### src/design/msgfe_pkg.sv
`timescale 1ns / 1ps
// ----------------------------------------------------------------------------
// msgfe_pkg
// Shared types, constants and helpers of the mass-spring grid force evaluator.
// ----------------------------------------------------------------------------
package msgfe_pkg;

    localparam int MAX_PARTICLES_DEF = 1024;
    localparam int COORD_WIDTH_DEF   = 32;

    localparam int DATA_W  = 32;   // stored coordinate width
    localparam int PART_W  = 10;   // particle index width
    localparam int ACC_W   = 48;   // force accumulator width
    localparam int LEN_W   = 32;   // spring length width
    localparam int QUOT_W  = 17;   // unit component magnitude width
    localparam int REST_W  = 22;   // rest length / home spacing width
    localparam int CNT_W   = 5;    // iteration counter width
    localparam int NUM_NB  = 12;
    localparam int QDEPTH  = 2;

    localparam logic [16:0] SQRT2_Q16      = 17'd92682;
    localparam logic [16:0] HOME_SCALE_Q16 = 17'd67502;

    typedef enum logic {
        OP_LOAD = 1'b0,
        OP_EVAL = 1'b1
    } t_op;

    typedef enum logic [1:0] {
        K_STRUCT = 2'd0,
        K_SHEAR  = 2'd1,
        K_FLEX   = 2'd2
    } t_kind;

    typedef enum logic [2:0] {
        R_GRID_ROWS    = 3'd0,
        R_GRID_COLUMNS = 3'd1,
        R_INVERSE_MASS = 3'd2,
        R_ANCHOR       = 3'd3,
        R_STIFFNESS    = 3'd4,
        R_DRAG         = 3'd5,
        R_ANCHOR_GAIN  = 3'd6,
        R_REST_LENGTH  = 3'd7
    } t_reg;

    typedef enum logic [3:0] {
        ST_IDLE, ST_SELF, ST_ROWCOL, ST_DRAG, ST_NB, ST_NB_RD, ST_DIFF, ST_SQ,
        ST_ROOT, ST_ROOT_WAIT, ST_TENS, ST_UNIT, ST_ACC, ST_HOME, ST_ANCHOR, ST_FIN
    } t_state;

    typedef struct packed {
        t_op                      op;
        logic [PART_W-1:0]        particle;
        logic [2:0][DATA_W-1:0]   pos;
        logic [2:0][DATA_W-1:0]   vel;
    } t_item;

    typedef struct packed {
        logic [10:0] rows;
        logic [10:0] cols;
        logic [24:0] inv_mass;
        logic [9:0]  anchor;
        logic [24:0] stiffness;
        logic [20:0] drag;
        logic [20:0] gain;
        logic [20:0] rest;
    } t_cfg;

    typedef struct packed {
        logic signed [2:0] dr;
        logic signed [2:0] dc;
        t_kind             kind;
    } t_nbr;

    function automatic t_nbr nb_lookup(input logic [3:0] idx);
        t_nbr n;
        unique case (idx)
            4'd0:    n = '{dr:  3'sd1, dc:  3'sd0, kind: K_STRUCT};
            4'd1:    n = '{dr: -3'sd1, dc:  3'sd0, kind: K_STRUCT};
            4'd2:    n = '{dr:  3'sd0, dc:  3'sd1, kind: K_STRUCT};
            4'd3:    n = '{dr:  3'sd0, dc: -3'sd1, kind: K_STRUCT};
            4'd4:    n = '{dr:  3'sd1, dc:  3'sd1, kind: K_SHEAR};
            4'd5:    n = '{dr: -3'sd1, dc: -3'sd1, kind: K_SHEAR};
            4'd6:    n = '{dr:  3'sd1, dc: -3'sd1, kind: K_SHEAR};
            4'd7:    n = '{dr: -3'sd1, dc:  3'sd1, kind: K_SHEAR};
            4'd8:    n = '{dr:  3'sd2, dc:  3'sd0, kind: K_FLEX};
            4'd9:    n = '{dr: -3'sd2, dc:  3'sd0, kind: K_FLEX};
            4'd10:   n = '{dr:  3'sd0, dc:  3'sd2, kind: K_FLEX};
            4'd11:   n = '{dr:  3'sd0, dc: -3'sd2, kind: K_FLEX};
            default: n = '{dr:  3'sd0, dc:  3'sd0, kind: K_STRUCT};
        endcase
        return n;
    endfunction

    function automatic logic signed [DATA_W-1:0] sat32(input logic signed [ACC_W-1:0] v);
        logic signed [ACC_W-1:0] hi;
        logic signed [ACC_W-1:0] lo;
        hi = ACC_W'(64'sd2147483647);
        lo = ACC_W'(-64'sd2147483648);
        if (v > hi) begin
            return DATA_W'(hi);
        end else if (v < lo) begin
            return DATA_W'(lo);
        end
        return DATA_W'(v);
    endfunction

endpackage

### src/design/msgfe_front.sv
`timescale 1ns / 1ps
// ----------------------------------------------------------------------------
// msgfe_front
// Input side: takes items, tags them as load or evaluate and queues them.
// ----------------------------------------------------------------------------
module msgfe_front import msgfe_pkg::*; (
    input  logic                     i_clk,
    input  logic                     i_rst_n,
    input  logic                     i_in_valid,
    output logic                     o_in_stall,
    input  logic                     i_op,
    input  logic [PART_W-1:0]        i_particle,
    input  logic signed [DATA_W-1:0] i_pos_x,
    input  logic signed [DATA_W-1:0] i_pos_y,
    input  logic signed [DATA_W-1:0] i_pos_z,
    input  logic signed [DATA_W-1:0] i_vel_x,
    input  logic signed [DATA_W-1:0] i_vel_y,
    input  logic signed [DATA_W-1:0] i_vel_z,
    output logic                     o_q_valid,
    output t_item                    o_q_item,
    input  logic                     i_q_pop
);

    localparam int PTR_W = $clog2(QDEPTH);

    t_item             r_mem [QDEPTH];
    logic [PTR_W-1:0]  r_wr_ptr;
    logic [PTR_W-1:0]  r_rd_ptr;
    logic [PTR_W:0]    r_count;
    logic              push;
    logic              pop;
    t_item             item;

    assign o_in_stall = (r_count == (PTR_W+1)'(QDEPTH));
    assign o_q_valid  = (r_count != '0);
    assign o_q_item   = r_mem[r_rd_ptr];
    assign push       = i_in_valid && !o_in_stall;
    assign pop        = i_q_pop && o_q_valid;

    always_comb begin
        item.op       = (i_op == 1'b1) ? OP_EVAL : OP_LOAD;
        item.particle = i_particle;
        item.pos      = {i_pos_z, i_pos_y, i_pos_x};
        item.vel      = {i_vel_z, i_vel_y, i_vel_x};
    end

    always_ff @(posedge i_clk) begin
        if (push) begin
            r_mem[r_wr_ptr] <= item;
        end
    end

    always_ff @(posedge i_clk) begin
        if (!i_rst_n) begin
            r_wr_ptr <= '0;
            r_rd_ptr <= '0;
            r_count  <= '0;
        end else begin
            if (push) begin
                r_wr_ptr <= r_wr_ptr + 1'b1;
            end
            if (pop) begin
                r_rd_ptr <= r_rd_ptr + 1'b1;
            end
            if (push && !pop) begin
                r_count <= r_count + 1'b1;
            end else if (pop && !push) begin
                r_count <= r_count - 1'b1;
            end
        end
    end

endmodule

### config.mk
export PLATFORM = sky130hd
export DESIGN_NAME = msgfe_front
export DESIGN_NICKNAME = d
export VERILOG_FILES = /design/src/design/msgfe_pkg.sv /design/src/design/msgfe_front.sv
export SDC_FILE = /design/constraint.sdc
export NUM_CORES = 1
export LEC_CHECK = 0
export BUFFER_PORTS_ARGS = -buffer_cell sky130_fd_sc_hd__buf_4
export CORE_ASPECT_RATIO = 1.5
export CORE_MARGIN = 2
export CORE_UTILIZATION = 25
export CTS_BUF_LIST = sky130_fd_sc_hd__clkbuf_8
export DETAILED_ROUTE_END_ITERATION = 10
export GPL_ROUTABILITY_DRIVEN = 0
export PLACE_DENSITY = 0.54
export REMOVE_ABC_BUFFERS = 1
export SYNTH_ARGS = -nofsm -noshare
export SYNTH_HDL_FRONTEND = slang
export SYNTH_SLANG_ARGS = --single-unit
### constraint.sdc
create_clock -name i_clk -period 10.1 [get_ports i_clk]
set_input_delay 1.01 -clock i_clk [delete_from_list [all_inputs] [get_ports i_clk]]
set_output_delay 1.01 -clock i_clk [all_outputs]
set_load 0.01 [all_outputs]
==> results.py <==
metrics = {
    "run_status": {
        "status": "complete, no violations",
    },
    "floorplan": {
        "dieArea_mm2": 0.0644,
        "io_pins": 412,
        "coreArea_mm2": 0.0619,
        "die_w_um": 208,
        "num_rows": 112,
        "die_h_um": 310,
        "start_util": 0.252,
    },
    "sta": {
        "rsz0062_at_grt": "false",
        "finalCritPeriodShare": 0.446,
        "final-hold-violation-count": 0,
        "fin_setup_tns_ns": 0,
        "period_needed_ns": 4.50,
        "tightest_slew_ns": 1.06,
        "fmax_mhz": 222,
        "final.hold.worst_slack_ns": 0.529,
        "slew_headroom": 0.295,
        "maxSlewViolCount": 0,
        "setup_viol": 0,
        "fin_skew_ns": 0.0117,
    },
    "worst_setup_path": {
        "cp.depth": 4,
        "worstSetupEndpointType": "output pin",
        "slowest_delay_ns": 0.78,
        "worst-path-buf-inv": 3,
        "startpoint_type": "register",
        "cpMostUsedCell": "buf_4",
        "cp_slowest_cell": "buf_4",
        "path_cells": "buf_4, buf_4, mux2_2, buf_4",
        "crit_type": "register to output pin",
        "ff2ff_path_depth": 4,
        "critPathRequiredTime_ns": 9.09,
        "worst-path-max-fanout": 51,
        "cp_top_family": "buffers and inverters",
        "crit_arrival_ns": 3.49,
    },
    "global_route": {
        "grt-ovfl-total": 0,
        "grt_pass1_vias": 8487,
        "grt_pass1_wl_um": 52800,
        "antenna_found_initial": 10,
        "grt_max_degree": 69,
        "grtUsageTotal": 0.111,
    },
    "final_layout": {
        "nNetsFinal": 1331,
        "layout-drive-gt1-share": 0.608,
        "area_delta_synth_final_pct": 33.2,
        "fillers": 6015,
    },
    "clock_tree": {
        "cts.repair.resized": 0,
        "tritoncts": "yes",
        "clkSinkCount": 411,
        "cts_max_level": 3,
        "clock_path_buffers": 3,
        "clockRootBuffer": "clkbuf_8",
        "post_cts_buffers": 0,
        "cts.clk_slew.worst_paths_ns": 0.06,
        "holdBufCountCts": 0,
        "insertion_delay_ns": 0.62,
        "cts_made_buffers": 66,
    },
    "yosys": {
        "yosys_warnings": 0,
        "synthTopCellsByCount": "edfxtp_1 (406), mux2_4 (170), mux2_2 (33), buf_6 (19), dfxtp_1 (5)",
        "seq_area_frac_synth": 0.788,
        "ys_seq_elements": 411,
        "yosysTopAreaCell": "edfxtp_1",
        "yosys.cell_types.count": 23,
        "synth_top_area_frac": 0.782,
        "synth_edf_count": 406,
        "synth.avg_cell_area_um2": 23.7,
        "synthArstFlopShare": 0,
        "synth_area_leaders": "edfxtp_1 (78%), mux2_4 (16%), mux2_2 (2.4%)",
        "netlist_area_mm2": 0.0156,
        "ys.flop_type": "edfxtp_1",
        "synth.most_common_cell": "edfxtp_1",
        "synth_cells": 657,
    },
    "drt": {
        "final_antenna_net_count": 0,
        "drt_iter0_drc": 285,
        "drt-total-wl_um": 36900,
        "via_count": 7811,
        "vias_per_cell": 3.96,
        "first_pass_iters": 4,
        "wl_per_cell_um": 18.7,
        "drc": 0,
    },
    "hold_path": {
        "hold_path.class": "register to register",
        "whs_path_depth": 2,
    },
    "power_and_ir_drop": {
        "power.density_mw_per_mm2": 245,
        "vdd.ir_drop.worst_uv": 130,
        "p_leak_nw": 7.95,
    },
    "place": {
        "dp_hpwl_um": 25200,
        "portBuffers": 411,
    },
    "run": {
        "drv_cap": 0,
    },
}
## cell usage in the layout, fill, tap and decap left out
cell type / instances
a21boi_0: 1
a21boi_1: 1
and2_1: 3
and3_4: 1
buf_4: 421
bufinv_16: 4
clkbuf_8: 69
clkinv_1: 12
clkinv_2: 5
clkinvlp_4: 4
dfxtp_1: 4
dfxtp_4: 1
diode_2: 5
edfxtp_1: 406
ha_1: 1
inv_1: 20
mux2_2: 33
mux2_4: 170
nand2b_1: 1
nor2_1: 1
nor3_4: 1
o21a_1: 1
o21ai_0: 1
o21ai_1: 1
or2_2: 1
or3_1: 1
xnor2_1: 2
xor2_1: 1
## state kept, by name, summed over array words and instances (netlist names), named ones only
| name | count |
|---|---|
| r_mem | 406 |
| r_count | 2 |
| r_rd_ptr | 1 |
| r_wr_ptr | 1 |
## stage by stage
step	area, um2	std cells	util	setup WS (ns)	total power [W]
floorplan	15400	634	-	0.502	0.00339
global route	20800	1969	0.335	5.34	0.00535
finish	20800	1970	0.335	5.60	0.00509
detailed placement	19500	1853	0.315	6.17	0.00379
global placement	19500	1853	0.315	6.20	0.00378
CTS	20800	1965	0.335	5.43	0.00521
## worst paths after layout
kind,from,endpoint,slack [ns]
hold reg to reg,r_count[1],r_count[1],0.53
hold / removal,r_count[1],r_count[1],0.53
setup reg to reg,r_count[0],r_mem[0][99],7.42
setup / recovery,register,o_q_item[183],5.60
## worst register-to-register path, cell delays in order, from the launching register on
cell      delay [ns]
dfxtp_1         0.41
nand2b_1        0.17
inv_1           0.11
nor3_4          0.65
buf_4           0.85
## cell type report
type / count / area (um2) / share of cell area
Tap cell: 798 / 998 / 0.0481
Timing Repair Buffer: 421 / 3160 / 0.152
Sequential cell: 411 / 12300 / 0.592
Antenna cell: 5 / 12.5 / 0.000602
Inverter: 2 / 7.51 / 0.000361
Clock buffer: 69 / 950 / 0.0457
Multi-Input combinational cell: 221 / 3060 / 0.147
Clock inverter: 43 / 288 / 0.0139
## routing by layer
metal  GRT usage  routed length [um]  share of wire  vias up
li1            -                   -              -     3554
met1       0.114               13100           0.36     3853
met2       0.189               19100           0.52      304
met3      0.0460                3010          0.082       90
met4      0.0660                1590          0.043       10
met5           0                  57         0.0015        -
## cells by family (layout without fill, tap and decap cells)
group,after synthesis,after routing,share of synthesized area
flip-flops,411,411,0.788
multiplexers,203,203,0.187
AND/OR/NAND/NOR,9,9,0.00369
AO/OA/AOI/OAI,5,5,0.00209
adder cells (fa/ha/maj),1,1,0.000802
other,0,5,0
buffers and inverters,25,535,0.0161
XOR/XNOR,3,3,0.00169
## report_power, final
part           internal [W]  switching [W]  leakage, nW  total (W)
registers           0.00215      0.0000686         3.83    0.00222
clock network      0.000733       0.000643        0.687    0.00138
logic              0.000807       0.000692         3.43    0.00150
(Power assumes the default switching activity.)
